<file path="config.mk">
export PLATFORM = sky130hd
export DESIGN_NAME = debug_watchpoint_unit_flat
export DESIGN_NICKNAME = d
export VERILOG_FILES = /design/src/hdl/dwu_pkg.sv /design/src/hdl/dwu_req_if.sv /design/src/hdl/dwu_rsp_if.sv /design/src/hdl/dwu_ram.sv /design/src/hdl/dwu_shadow.sv /design/src/hdl/dwu_match.sv /design/src/hdl/debug_watchpoint_unit.sv /design/src/flat_wrapper.sv
export SDC_FILE = /design/constraint.sdc
export NUM_CORES = 2
export LEC_CHECK = 0
export ABC_CLOCK_PERIOD_IN_PS = 10300
export BUFFER_PORTS_ARGS = -buffer_cell sky130_fd_sc_hd__buf_2
export CORE_MARGIN = 2
export CORE_UTILIZATION = 60
export CTS_CLUSTER_SIZE = 10
export DETAILED_ROUTE_END_ITERATION = 12
export PLACE_DENSITY = 0.78
export SLEW_MARGIN = 15
export SYNTH_ARGS = -nofsm -noshare
export SYNTH_HDL_FRONTEND = slang
export SYNTH_SLANG_ARGS = --single-unit
</file>
<file path="constraint.sdc">
create_clock -name clk -period 10.3 [get_ports clk]
set_input_delay 1.545 -clock clk [delete_from_list [all_inputs] [get_ports clk]]
set_output_delay 1.545 -clock clk [all_outputs]
set_load 0.005 [all_outputs]
</file>
<file path="src/hdl/dwu_pkg.sv">
// ----------------------------------------------------------------------------
// dwu_pkg
// Shared types and constants for the debug watchpoint unit.
// ----------------------------------------------------------------------------
`default_nettype none

package dwu_pkg;

  // Register shadow geometry
  localparam int REG_COUNT = 16;
  localparam int REG_IDX_W = (REG_COUNT > 1) ? $clog2(REG_COUNT) : 1;

  // Watch geometry
  localparam int SLOTS        = 2;
  localparam int WATCH_SPAN   = 4;
  localparam int MEM_WATCH_W  = 34;
  localparam int REG_WATCH_W  = 38;
  localparam int BREAK_W      = 25;
  localparam int CFG_DATA_W   = 38;
  localparam int CFG_IDX_W    = 3;

  // Request kinds
  typedef enum logic [1:0] {
    REQ_MEM_WRITE  = 2'd0,
    REQ_MEM_READ   = 2'd1,
    REQ_REG_UPDATE = 2'd2,
    REQ_PC_CHECK   = 2'd3
  } req_kind_t;

  // Configuration register indexes
  typedef enum logic [CFG_IDX_W-1:0] {
    CFG_MEM_WATCH_0 = 3'd0,
    CFG_MEM_WATCH_1 = 3'd1,
    CFG_REG_WATCH_0 = 3'd2,
    CFG_REG_WATCH_1 = 3'd3,
    CFG_BREAK_0     = 3'd4,
    CFG_BREAK_1     = 3'd5
  } cfg_idx_t;

  // One input item
  typedef struct packed {
    logic [1:0]  req_type;
    logic [31:0] access_address;
    logic [2:0]  access_size;
    logic [31:0] data_value;
    logic [3:0]  reg_index;
  } item_t;

  // Slot configuration
  typedef struct packed {
    logic [SLOTS-1:0][MEM_WATCH_W-1:0] mem_watch;
    logic [SLOTS-1:0][REG_WATCH_W-1:0] reg_watch;
    logic [SLOTS-1:0][BREAK_W-1:0]     brk;
  } cfg_t;

  // Last-hit record
  typedef struct packed {
    logic        valid;
    logic        source;
    logic        slot;
    logic [31:0] address;
    logic [31:0] new_value;
    logic [31:0] old_value;
    logic        is_write;
  } rec_t;

  // Comparator result for one item
  typedef struct packed {
    logic hit;
    logic rec_update;
    rec_t rec;
  } match_t;

endpackage

`default_nettype wire

</file>
<file path="src/hdl/dwu_req_if.sv">
// ----------------------------------------------------------------------------
// dwu_req_if
// Valid/ready channel carrying one request item.
// ----------------------------------------------------------------------------
`default_nettype none

interface dwu_req_if;
  logic        valid;
  logic        ready;
  logic [1:0]  req_type;
  logic [31:0] access_address;
  logic [2:0]  access_size;
  logic [31:0] data_value;
  logic [3:0]  reg_index;

  modport source (
    output valid, req_type, access_address, access_size, data_value, reg_index,
    input  ready
  );
  modport sink (
    input  valid, req_type, access_address, access_size, data_value, reg_index,
    output ready
  );
endinterface

`default_nettype wire

</file>
<file path="src/hdl/dwu_rsp_if.sv">
// ----------------------------------------------------------------------------
// dwu_rsp_if
// Valid/ready channel carrying one result item.
// ----------------------------------------------------------------------------
`default_nettype none

interface dwu_rsp_if;
  logic        valid;
  logic        ready;
  logic        hit;
  logic        last_valid;
  logic        last_source;
  logic        last_slot;
  logic [31:0] last_address;
  logic [31:0] last_new_value;
  logic [31:0] last_old_value;
  logic        last_is_write;

  modport source (
    output valid, hit, last_valid, last_source, last_slot, last_address,
           last_new_value, last_old_value, last_is_write,
    input  ready
  );
  modport sink (
    input  valid, hit, last_valid, last_source, last_slot, last_address,
           last_new_value, last_old_value, last_is_write,
    output ready
  );
endinterface

`default_nettype wire

</file>
<file path="src/hdl/dwu_ram.sv">
// ----------------------------------------------------------------------------
// dwu_ram
// Generic single-write, single-read RAM with registered read data.
// ----------------------------------------------------------------------------
`default_nettype none

module dwu_ram #(
  parameter  int WIDTH = 32,
  parameter  int DEPTH = 16,
  localparam int AW    = (DEPTH > 1) ? $clog2(DEPTH) : 1
) (
  input  wire logic             clk,
  input  wire logic             we,
  input  wire logic [AW-1:0]    waddr,
  input  wire logic [WIDTH-1:0] wdata,
  input  wire logic             re,
  input  wire logic [AW-1:0]    raddr,
  output logic      [WIDTH-1:0] rdata
);

  logic [WIDTH-1:0] mem [DEPTH];

  always_ff @(posedge clk) begin
    if (we) begin
      mem[waddr] <= wdata;
    end
    if (re) begin
      rdata <= mem[raddr];
    end
  end

endmodule

`default_nettype wire

</file>
<file path="src/hdl/dwu_shadow.sv">
// ----------------------------------------------------------------------------
// dwu_shadow
// Register shadow: RAM plus per-entry valid bits (reset reads as zero) and
// forwarding of a write that lands in the same cycle as a read.
// ----------------------------------------------------------------------------
`default_nettype none

module dwu_shadow (
  input  wire logic                         clk,
  input  wire logic                         rst,
  input  wire logic                         rd_en,
  input  wire logic [dwu_pkg::REG_IDX_W-1:0] rd_idx,
  input  wire logic                         wr_en,
  input  wire logic [dwu_pkg::REG_IDX_W-1:0] wr_idx,
  input  wire logic [31:0]                  wr_data,
  output logic      [31:0]                  old_value
);

  logic [dwu_pkg::REG_COUNT-1:0] valid;
  logic [31:0]                   ram_rdata;
  logic                          fwd;
  logic [31:0]                   fwd_data;
  logic                          entry_vld;
  logic                          fwd_now;

  dwu_ram #(
    .WIDTH (32),
    .DEPTH (dwu_pkg::REG_COUNT)
  ) u_ram (
    .clk   (clk),
    .we    (wr_en),
    .waddr (wr_idx),
    .wdata (wr_data),
    .re    (rd_en),
    .raddr (rd_idx),
    .rdata (ram_rdata)
  );

  // Write in flight to the entry being read: RAM returns the old word
  assign fwd_now = wr_en && (wr_idx == rd_idx);

  // Valid bits, set on first write
  always_ff @(posedge clk) begin
    if (rst) begin
      valid <= '0;
    end else if (wr_en) begin
      valid[wr_idx] <= 1'b1;
    end
  end

  // Capture forwarding and validity alongside the RAM read
  always_ff @(posedge clk) begin
    if (rst) begin
      fwd       <= 1'b0;
      entry_vld <= 1'b0;
    end else if (rd_en) begin
      fwd       <= fwd_now;
      entry_vld <= fwd_now || valid[rd_idx];
    end
  end

  always_ff @(posedge clk) begin
    if (rd_en) begin
      fwd_data <= wr_data;
    end
  end

  always_comb begin
    if (!entry_vld) begin
      old_value = '0;
    end else if (fwd) begin
      old_value = fwd_data;
    end else begin
      old_value = ram_rdata;
    end
  end

endmodule

`default_nettype wire

</file>
<file path="src/hdl/dwu_match.sv">
// ----------------------------------------------------------------------------
// dwu_match
// Slot comparators: memory range overlap, register change watch and PC
// breakpoints, with lowest-slot priority and the new record contents.
// ----------------------------------------------------------------------------
`default_nettype none

module dwu_match (
  input  wire dwu_pkg::item_t  item,
  input  wire dwu_pkg::cfg_t   cfg,
  input  wire logic [31:0]     old_value,
  output dwu_pkg::match_t      result,
  output logic                 shadow_we
);

  dwu_pkg::req_kind_t       kind;
  logic                     is_write;
  logic [dwu_pkg::SLOTS-1:0] mem_hit;
  logic [dwu_pkg::SLOTS-1:0] reg_hit;
  logic [dwu_pkg::SLOTS-1:0] pc_hit;
  logic [32:0]              aend;
  logic                     in_range;
  logic                     changed;

  assign kind     = dwu_pkg::req_kind_t'(item.req_type);
  assign is_write = (kind == dwu_pkg::REQ_MEM_WRITE);
  assign aend     = {1'b0, item.access_address} + {30'd0, item.access_size};
  assign in_range = 32'(item.reg_index) < 32'(dwu_pkg::REG_COUNT);
  assign changed  = old_value != item.data_value;

  // Per-slot comparators
  always_comb begin
    for (int s = 0; s < dwu_pkg::SLOTS; s++) begin
      logic [31:0] waddr;
      logic [1:0]  wkind;
      logic [32:0] wend;
      logic        en;
      waddr = cfg.mem_watch[s][31:0];
      wkind = cfg.mem_watch[s][33:32];
      wend  = {1'b0, waddr} + 33'(dwu_pkg::WATCH_SPAN);
      en    = is_write ? wkind[1] : wkind[0];
      mem_hit[s] = en && ({1'b0, item.access_address} < wend) &&
                   (aend > {1'b0, waddr});
      reg_hit[s] = cfg.reg_watch[s][37] &&
                   (cfg.reg_watch[s][35:32] == item.reg_index) &&
                   (!cfg.reg_watch[s][36] ||
                    (cfg.reg_watch[s][31:0] == item.data_value));
      pc_hit[s]  = cfg.brk[s][24] &&
                   (cfg.brk[s][23:0] == item.access_address[25:2]);
    end
  end

  // Priority select and record contents
  always_comb begin
    result           = '0;
    result.rec.valid = 1'b1;
    shadow_we        = 1'b0;
    unique case (kind)
      dwu_pkg::REQ_MEM_WRITE, dwu_pkg::REQ_MEM_READ: begin
        result.hit            = |mem_hit;
        result.rec_update     = |mem_hit;
        result.rec.source     = 1'b0;
        result.rec.slot       = !mem_hit[0];
        result.rec.address    = mem_hit[0] ? cfg.mem_watch[0][31:0]
                                           : cfg.mem_watch[1][31:0];
        result.rec.new_value  = item.data_value;
        result.rec.old_value  = '0;
        result.rec.is_write   = is_write;
      end
      dwu_pkg::REQ_REG_UPDATE: begin
        shadow_we             = in_range;
        result.hit            = in_range && changed && (|reg_hit);
        result.rec_update     = result.hit;
        result.rec.source     = 1'b1;
        result.rec.slot       = !reg_hit[0];
        result.rec.address    = 32'(item.reg_index);
        result.rec.new_value  = item.data_value;
        result.rec.old_value  = old_value;
        result.rec.is_write   = 1'b1;
      end
      dwu_pkg::REQ_PC_CHECK: begin
        result.hit            = |pc_hit;
      end
      default: begin
        result.hit            = 1'b0;
      end
    endcase
  end

endmodule

`default_nettype wire

</file>
<file path="src/hdl/debug_watchpoint_unit.sv">
// ----------------------------------------------------------------------------
// debug_watchpoint_unit
// Watchpoint and breakpoint comparator with a register shadow in RAM.
// ----------------------------------------------------------------------------
// Accepts one item per clock unless the output stalls, and returns one
// result per item, in order. An item is registered while the register
// shadow RAM is read, then passes through the comparators, where the shadow
// is written back and the last-hit record is updated; the result then sits
// in an output register. A shadow write that coincides with a read of the
// same entry is forwarded, so back-to-back register updates see each other.
// The shadow reads as zero after reset through per-entry valid bits; no
// clearing pass is needed. The user must write the slot registers through
// cfg_we/cfg_index/cfg_wdata while the unit is idle; this is not enforced.
// ----------------------------------------------------------------------------
`default_nettype none

module debug_watchpoint_unit (
  input  wire logic                           clk,
  input  wire logic                           rst,
  input  wire logic                           cfg_we,
  input  wire logic [dwu_pkg::CFG_IDX_W-1:0]  cfg_index,
  input  wire logic [dwu_pkg::CFG_DATA_W-1:0] cfg_wdata,
  dwu_req_if.sink                             req,
  dwu_rsp_if.source                           rsp
);

  dwu_pkg::cfg_t   cfg;
  dwu_pkg::item_t  s1_item;
  logic            s1_valid;
  dwu_pkg::rec_t   rec;
  dwu_pkg::rec_t   rec_next;
  dwu_pkg::match_t match;
  logic            shadow_we;
  logic [31:0]     old_value;
  logic            commit;
  logic            accept;
  logic            out_valid;
  logic            out_hit;
  dwu_pkg::rec_t   out_rec;

  // Configuration registers
  always_ff @(posedge clk) begin
    if (rst) begin
      cfg <= '0;
    end else if (cfg_we) begin
      unique case (dwu_pkg::cfg_idx_t'(cfg_index))
        dwu_pkg::CFG_MEM_WATCH_0: cfg.mem_watch[0] <= cfg_wdata[dwu_pkg::MEM_WATCH_W-1:0];
        dwu_pkg::CFG_MEM_WATCH_1: cfg.mem_watch[1] <= cfg_wdata[dwu_pkg::MEM_WATCH_W-1:0];
        dwu_pkg::CFG_REG_WATCH_0: cfg.reg_watch[0] <= cfg_wdata[dwu_pkg::REG_WATCH_W-1:0];
        dwu_pkg::CFG_REG_WATCH_1: cfg.reg_watch[1] <= cfg_wdata[dwu_pkg::REG_WATCH_W-1:0];
        dwu_pkg::CFG_BREAK_0:     cfg.brk[0]       <= cfg_wdata[dwu_pkg::BREAK_W-1:0];
        dwu_pkg::CFG_BREAK_1:     cfg.brk[1]       <= cfg_wdata[dwu_pkg::BREAK_W-1:0];
        default: ;
      endcase
    end
  end

  // Handshake: compare stage retires when the output register frees up
  assign commit    = s1_valid && (!out_valid || rsp.ready);
  assign req.ready = !s1_valid || commit;
  assign accept    = req.valid && req.ready;

  // Shadow read stage
  always_ff @(posedge clk) begin
    if (rst) begin
      s1_valid <= 1'b0;
    end else if (accept) begin
      s1_valid <= 1'b1;
    end else if (commit) begin
      s1_valid <= 1'b0;
    end
  end

  always_ff @(posedge clk) begin
    if (accept) begin
      s1_item.req_type       <= req.req_type;
      s1_item.access_address <= req.access_address;
      s1_item.access_size    <= req.access_size;
      s1_item.data_value     <= req.data_value;
      s1_item.reg_index      <= req.reg_index;
    end
  end

  dwu_shadow u_shadow (
    .clk       (clk),
    .rst       (rst),
    .rd_en     (accept),
    .rd_idx    (dwu_pkg::REG_IDX_W'(req.reg_index)),
    .wr_en     (commit && shadow_we),
    .wr_idx    (dwu_pkg::REG_IDX_W'(s1_item.reg_index)),
    .wr_data   (s1_item.data_value),
    .old_value (old_value)
  );

  // Compare stage
  dwu_match u_match (
    .item      (s1_item),
    .cfg       (cfg),
    .old_value (old_value),
    .result    (match),
    .shadow_we (shadow_we)
  );

  assign rec_next = match.rec_update ? match.rec : rec;

  // Last-hit record
  always_ff @(posedge clk) begin
    if (rst) begin
      rec <= '0;
    end else if (commit) begin
      rec <= rec_next;
    end
  end

  // Output register
  always_ff @(posedge clk) begin
    if (rst) begin
      out_valid <= 1'b0;
    end else if (commit) begin
      out_valid <= 1'b1;
    end else if (rsp.ready) begin
      out_valid <= 1'b0;
    end
  end

  always_ff @(posedge clk) begin
    if (commit) begin
      out_hit <= match.hit;
      out_rec <= rec_next;
    end
  end

  assign rsp.valid          = out_valid;
  assign rsp.hit            = out_hit;
  assign rsp.last_valid     = out_rec.valid;
  assign rsp.last_source    = out_rec.source;
  assign rsp.last_slot      = out_rec.slot;
  assign rsp.last_address   = out_rec.address;
  assign rsp.last_new_value = out_rec.new_value;
  assign rsp.last_old_value = out_rec.old_value;
  assign rsp.last_is_write  = out_rec.is_write;

endmodule

`default_nettype wire

</file>
<file path="src/flat_wrapper.sv">
// flat-port wrapper written by rule: the top's interface ports become plain ports
module debug_watchpoint_unit_flat 
  (clk, rst, cfg_we, cfg_index, cfg_wdata, req_valid, req_req_type, req_access_address, req_access_size, req_data_value, req_reg_index, req_ready, rsp_valid, rsp_hit, rsp_last_valid, rsp_last_source, rsp_last_slot, rsp_last_address, rsp_last_new_value, rsp_last_old_value, rsp_last_is_write, rsp_ready);
  dwu_req_if req_i ();
  dwu_rsp_if rsp_i ();
  input  wire logic clk;
  input  wire logic rst;
  input  wire logic cfg_we;
  input  wire logic [dwu_pkg::CFG_IDX_W-1:0] cfg_index;
  input  wire logic [dwu_pkg::CFG_DATA_W-1:0] cfg_wdata;
  input wire logic [$bits(req_i.valid)-1:0] req_valid;
  input wire logic [$bits(req_i.req_type)-1:0] req_req_type;
  input wire logic [$bits(req_i.access_address)-1:0] req_access_address;
  input wire logic [$bits(req_i.access_size)-1:0] req_access_size;
  input wire logic [$bits(req_i.data_value)-1:0] req_data_value;
  input wire logic [$bits(req_i.reg_index)-1:0] req_reg_index;
  output wire logic [$bits(req_i.ready)-1:0] req_ready;
  output wire logic [$bits(rsp_i.valid)-1:0] rsp_valid;
  output wire logic [$bits(rsp_i.hit)-1:0] rsp_hit;
  output wire logic [$bits(rsp_i.last_valid)-1:0] rsp_last_valid;
  output wire logic [$bits(rsp_i.last_source)-1:0] rsp_last_source;
  output wire logic [$bits(rsp_i.last_slot)-1:0] rsp_last_slot;
  output wire logic [$bits(rsp_i.last_address)-1:0] rsp_last_address;
  output wire logic [$bits(rsp_i.last_new_value)-1:0] rsp_last_new_value;
  output wire logic [$bits(rsp_i.last_old_value)-1:0] rsp_last_old_value;
  output wire logic [$bits(rsp_i.last_is_write)-1:0] rsp_last_is_write;
  input wire logic [$bits(rsp_i.ready)-1:0] rsp_ready;
  assign req_i.valid = req_valid;
  assign req_i.req_type = req_req_type;
  assign req_i.access_address = req_access_address;
  assign req_i.access_size = req_access_size;
  assign req_i.data_value = req_data_value;
  assign req_i.reg_index = req_reg_index;
  assign req_ready = req_i.ready;
  assign rsp_valid = rsp_i.valid;
  assign rsp_hit = rsp_i.hit;
  assign rsp_last_valid = rsp_i.last_valid;
  assign rsp_last_source = rsp_i.last_source;
  assign rsp_last_slot = rsp_i.last_slot;
  assign rsp_last_address = rsp_i.last_address;
  assign rsp_last_new_value = rsp_i.last_new_value;
  assign rsp_last_old_value = rsp_i.last_old_value;
  assign rsp_last_is_write = rsp_i.last_is_write;
  assign rsp_i.ready = rsp_ready;
  debug_watchpoint_unit u_core (.clk(clk), .rst(rst), .cfg_we(cfg_we), .cfg_index(cfg_index), .cfg_wdata(cfg_wdata), .req(req_i), .rsp(rsp_i));
endmodule
</file>
==> impl_table.tex <==
\begin{tabular}{lr}
\hline
Metric & Value \\
\hline
\multicolumn{2}{l}{\textbf{Worst hold path}} \\
Hold wc startpoint & u\_core.cfg[124]\$\_SDFFE\_PP0P\_ \\
Hold Path Sink & u\_core.cfg[124]\$\_SDFFE\_PP0P\_ \\
Kind of path behind the tightest hold check & reg2reg \\
Hold path cells & 2 \\
\multicolumn{2}{l}{\textbf{Timing}} \\
Highest clock frequency the design can meet & approximately 150 MHz \\
RSZ-0062 raised after global routing & false \\
Worst-Margin Slew & $\sim$1.3 ns \\
Accumulated negative setup slack & 0 ns \\
Setup violations, final & 0 \\
Slew Viols, Final & 0 \\
Normalized max-slew margin & 14.5\% \\
Final worst-path cycle share & between 60\% and 70\% \\
Final Hold Viols & 0 \\
Final critical path time including I/O delays and setup & roughly 6.5 ns \\
Clock Skews & 0.0644 ns \\
\multicolumn{2}{l}{\textbf{Worst setup path}} \\
Sort of element at the start of the critical path & flop \\
Max Fanout on Critical Path & 70 \\
Capturing element type of the critical path & flop \\
Data arrival time of the critical path & roughly 7 ns \\
Cells on worst reg2reg path & 18 \\
Start of the worst register-to-register path & u\_core.s1\_item[39]\$\_DFFE\_PP\_ \\
Crit Path Category & reg2reg \\
Terminus of the critical flop-to-flop path & u\_core.rsp.last\_new\_value[8]\$\_DFFE\_PP\_ \\
Register-to-register path setup slack & 3.75 ns \\
Data required, critical path & $\sim$11 ns \\
Origin of the worst setup path & u\_core.s1\_item[39]\$\_DFFE\_PP\_ \\
\multicolumn{2}{l}{\textbf{Drt}} \\
Router iterations before antenna repair & 8 \\
Via density & 6.23 \\
\# DRC & 0 \\
Length of routed met2 wiring & $\sim$64 mm \\
Via count & approximately 31,000 \\
Wirelength, routed & about 130 mm \\
Average wire per standard cell & around 27 µm \\
Total length of routed met3 wires & between 10 and 15 mm \\
Top Layer Used & met5 \\
Violation count after the first detailed-route iteration & about 3,700 \\
Remaining number of nets flagged by the antenna check after routing & 0 \\
Routed length on met1 & $\sim$50 mm \\
\multicolumn{2}{l}{\textbf{Floorplanning}} \\
Num ports & $\sim$220 \\
Initial cell density of the core & about three fifths \\
Floorplan core area & between 70,000 and 80,000 µm² \\
Row count & 103 \\
Vertical die dimension & between 200 and 300 µm \\
Width of the die & 286 µm \\
DIE AREA & just over 80,000 µm² \\
\multicolumn{2}{l}{\textbf{Logic synthesis}} \\
Netlist area before placement & 47,700 µm² \\
Dominant synthesized flop cell & sky130\_fd\_sc\_hd\_\_edfxtp\_1 \\
Average size of a mapped cell & 13.1 µm² \\
Flops \& latches, synth & around 1,100 \\
Sequential fraction of the synthesis area & between 60\% and 70\% \\
Count of mapped cells out of synthesis & $\sim$3,600 \\
Syn nets & around 4,000 \\
Count of flip-flops with a built-in enable after synthesis & 750 \\
YS warnings & 0 \\
Number of distinct library cells after synthesis & around 70 \\
Async set or reset register ratio after synthesis & 0\% \\
\multicolumn{2}{l}{\textbf{Placement}} \\
DP HPWL & between 80 and 90 mm \\
\# port buffers & roughly 220 \\
Routability congestion estimate from global placement & between 0.9 and 1 \\
Placed cell areas & between 40,000 and 50,000 µm² \\
\multicolumn{2}{l}{\textbf{Pwr}} \\
Total power of the final layout & 9.21 mW \\
Power per Cell Area & 173 nW/µm² \\
Maximum VDD drop & approximately 180 µV \\
Static leakage & 18.3 nW \\
\multicolumn{2}{l}{\textbf{Clock network}} \\
Total setup buffers inserted after CTS & 0 \\
Max Root-Sink Buffers & 3 \\
CTS sink count & about 1,100 \\
Clock transition at the register clock pins on the worst setup and hold paths after CTS & about 0.060 ns \\
Number of gates resized after cts & 0 \\
Source-to-sink clock delay at the later pin of the worst-skew pair & 0.72 ns \\
Number of buffers inserted by hold repair at cts & 0 \\
Clock tree from TritonCTS & done \\
Clock root buffer & sky130\_fd\_sc\_hd\_\_clkbuf\_16 \\
Total CTS buffers & roughly 120 \\
H-tree levels & 3 \\
\multicolumn{2}{l}{\textbf{Final layout}} \\
Design Area, Final & 53,300 µm² \\
Multi-input combinational cell area & about 18,000 µm² \\
Ant. Diodes & 0 \\
Synthesis-to-layout area growth & 11.8\% \\
Count of nets after finishing & slightly above 4,000 \\
Final-layout fill cell count & 5,505 \\
Fraction of final layout cells with drive strength greater than 1 & 16.4\% \\
Register Area & a little under 30,000 µm² \\
Fraction of the core area covered by cells at the end of the flow & about 68\% \\
\multicolumn{2}{l}{\textbf{Outcome}} \\
Outcome & finished clean \\
\multicolumn{2}{l}{\textbf{GRT}} \\
Number of antenna violations at the first check in global routing & 6 \\
Via count of the first global-routing pass & roughly 30,000 \\
Maximum number of pins on one net before global-route repair & between 200 and 250 \\
Sum of overflow across all layers after global routing & 0 \\
Total global-route track usage & between 30\% and 40\% \\
Global-route wire length before repair & roughly 200 mm \\
\multicolumn{2}{l}{\textbf{Flow run}} \\
\# Max-Cap Violations & 0 \\
\hline
\end{tabular}
-- metal layers --
| layer | vias up | track usage, % |
|---|---|---|
| met5 | - | 0 |
| met4 | 6 | 14.5 |
| met3 | 323 | 5.27 |
| li1 | 13633 | - |
| met2 | 1701 | 52.8 |
| met1 | 15321 | 43.0 |
-- critical path, stage by stage (launching register included) --
cell and delay, ns:
sky130_fd_sc_hd__edfxtp_1 0.38, sky130_fd_sc_hd__ha_1 0.18, sky130_fd_sc_hd__inv_1 0.05, sky130_fd_sc_hd__fa_1 0.40, sky130_fd_sc_hd__nor2b_1 0.17, sky130_fd_sc_hd__o2111ai_1 0.22
sky130_fd_sc_hd__nor2_1 0.50, sky130_fd_sc_hd__and4_1 0.40, sky130_fd_sc_hd__xor2_1 0.25, sky130_fd_sc_hd__ha_1 0.29, sky130_fd_sc_hd__and4_1 0.22, sky130_fd_sc_hd__a221oi_1 0.29
sky130_fd_sc_hd__nor3_1 0.08, sky130_fd_sc_hd__or4_1 0.56, sky130_fd_sc_hd__o22ai_1 0.19, sky130_fd_sc_hd__a2111o_1 0.29, sky130_fd_sc_hd__and3_4 0.51, sky130_fd_sc_hd__buf_4 0.83
sky130_fd_sc_hd__mux2_1 0.39
-- stage by stage --
step | hold slack [ns] | worst slack [ns] | std cells
2_1_floorplan | 0.433 | 1.13 | 3645
3_3_place_gp | 0.440 | 3.92 | 4767
3_5_place_dp | 0.445 | 3.84 | 4767
4_1_cts | 0.454 | 3.79 | 4971
5_1_grt | 0.479 | 3.33 | 4971
6_report | 0.458 | 3.75 | 4971
-- logic make-up after synthesis --
kind of cell / Yosys count / share of synthesized area (%)
simple gates: 1145 / 11.3
flops: 1064 / 60.4
mux: 425 / 13.7
compound gates: 366 / 4.33
buf+inv: 286 / 2.59
xor+xnor: 227 / 4.17
fa+ha+maj: 132 / 3.48
-- cells in the final DEF (no fill, tap or decap), types with 122 or more instances in the layout --
cell type	count
sky130_fd_sc_hd__edfxtp_1	750
sky130_fd_sc_hd__nand2_1	545
sky130_fd_sc_hd__dfxtp_1	313
sky130_fd_sc_hd__a21oi_1	260
sky130_fd_sc_hd__buf_2	218
sky130_fd_sc_hd__mux4_2	164
sky130_fd_sc_hd__nand2b_1	136
sky130_fd_sc_hd__ha_1	131
sky130_fd_sc_hd__mux2i_1	126
sky130_fd_sc_hd__clkbuf_16	122
-- power breakdown --
group | switching (mW) | internal [mW] | total, mW
clock | 1.67 | 2.19 | 3.86
sequential | 0.101 | 4.66 | 4.76
combinational | 0.363 | 0.224 | 0.587
total | 2.13 | 7.07 | 9.21
-- Yosys cell counts, types with 3 or more instances --
cell type                     n  area, µm²
sky130_fd_sc_hd__dfxtp_1    314       6290
sky130_fd_sc_hd__nor2_1     129        484
sky130_fd_sc_hd__buf_6       17        191
sky130_fd_sc_hd__mux2_2      12        135
sky130_fd_sc_hd__buf_4        6       45.0
sky130_fd_sc_hd__a21o_1      12       90.1
sky130_fd_sc_hd__mux4_2     164       3690
sky130_fd_sc_hd__nand2b_1   136        851
sky130_fd_sc_hd__a311oi_1     6       52.6
sky130_fd_sc_hd__a41oi_1      3       26.3
sky130_fd_sc_hd__buf_2       10       50.1
sky130_fd_sc_hd__nand2_1    546       2050
sky130_fd_sc_hd__mux2_4      22        330
sky130_fd_sc_hd__xor2_1     116       1020
sky130_fd_sc_hd__or4_1        4       30.0
sky130_fd_sc_hd__and4_1       8       70.1
sky130_fd_sc_hd__nor3b_1      9       67.6
sky130_fd_sc_hd__nor4_1      31        194
sky130_fd_sc_hd__and2_1      37        231
sky130_fd_sc_hd__mux2_1     100       1130
sky130_fd_sc_hd__xnor2_1    111        972
sky130_fd_sc_hd__or3_1        9       56.3
sky130_fd_sc_hd__o21bai_1     4       30.0
sky130_fd_sc_hd__a211o_1      4       35.0
sky130_fd_sc_hd__a211oi_1    16        120
sky130_fd_sc_hd__a21oi_1    261       1310
sky130_fd_sc_hd__inv_1       76        285
sky130_fd_sc_hd__nand3_1     55        275
sky130_fd_sc_hd__buf_1       24       90.1
sky130_fd_sc_hd__nand4bb_1    3       33.8
sky130_fd_sc_hd__clkbuf_1   152        571
sky130_fd_sc_hd__o21ai_0     30        150
sky130_fd_sc_hd__edfxtp_1   750      22500
sky130_fd_sc_hd__a311o_1      3       30.0
sky130_fd_sc_hd__mux2i_1    126       1260
sky130_fd_sc_hd__nor2b_1     43        269
sky130_fd_sc_hd__nor3_1      67        335
sky130_fd_sc_hd__nand4_1     42        263
sky130_fd_sc_hd__ha_1       131       1640
sky130_fd_sc_hd__and3_1      18        113
sky130_fd_sc_hd__a31oi_1      6       37.5
-- worst max-delay path by stage --
stage                                                         end  slack, ns  depth (start not counted)
after floorplan            u_core.u_shadow.entry_vld$_SDFFE_PP0P_       1.13                          3
after global placement    u_core.rsp.last_old_value[19]$_DFFE_PP_       3.92                         20
after detailed placement  u_core.rsp.last_old_value[14]$_DFFE_PP_       3.84                         18
after CTS                   u_core.rsp.last_address[12]$_DFFE_PP_       3.79                         18
after global routing      u_core.rsp.last_new_value[11]$_DFFE_PP_       3.33                         20
final                      u_core.rsp.last_new_value[8]$_DFFE_PP_       3.75                         18
-- final cells by class --
cell class,count,area share [%]
flip-flops and latches,1064,54.0
repair buffers,281,2.98
multi-input cells,2295,33.4
clock inverters,11,0.317
clock buffers,193,6.24
inverters,77,0.547
well taps,1050,2.46
-- state kept, by name (all words and copies together), names as in the netlist, 16 cells and up --
signal                       count
u_core.u_shadow.fwd_data        32
u_core.rsp.last_address         32
u_core.rec                     100
u_core.rsp.last_old_value       32
u_core.cfg                     194
u_core.u_shadow.u_ram.mem      512
u_core.u_shadow.valid           16
u_core.s1_item                  73
u_core.rsp.last_new_value       32
u_core.u_shadow.u_ram.rdata     32
Power figures use the tool's default switching activity.
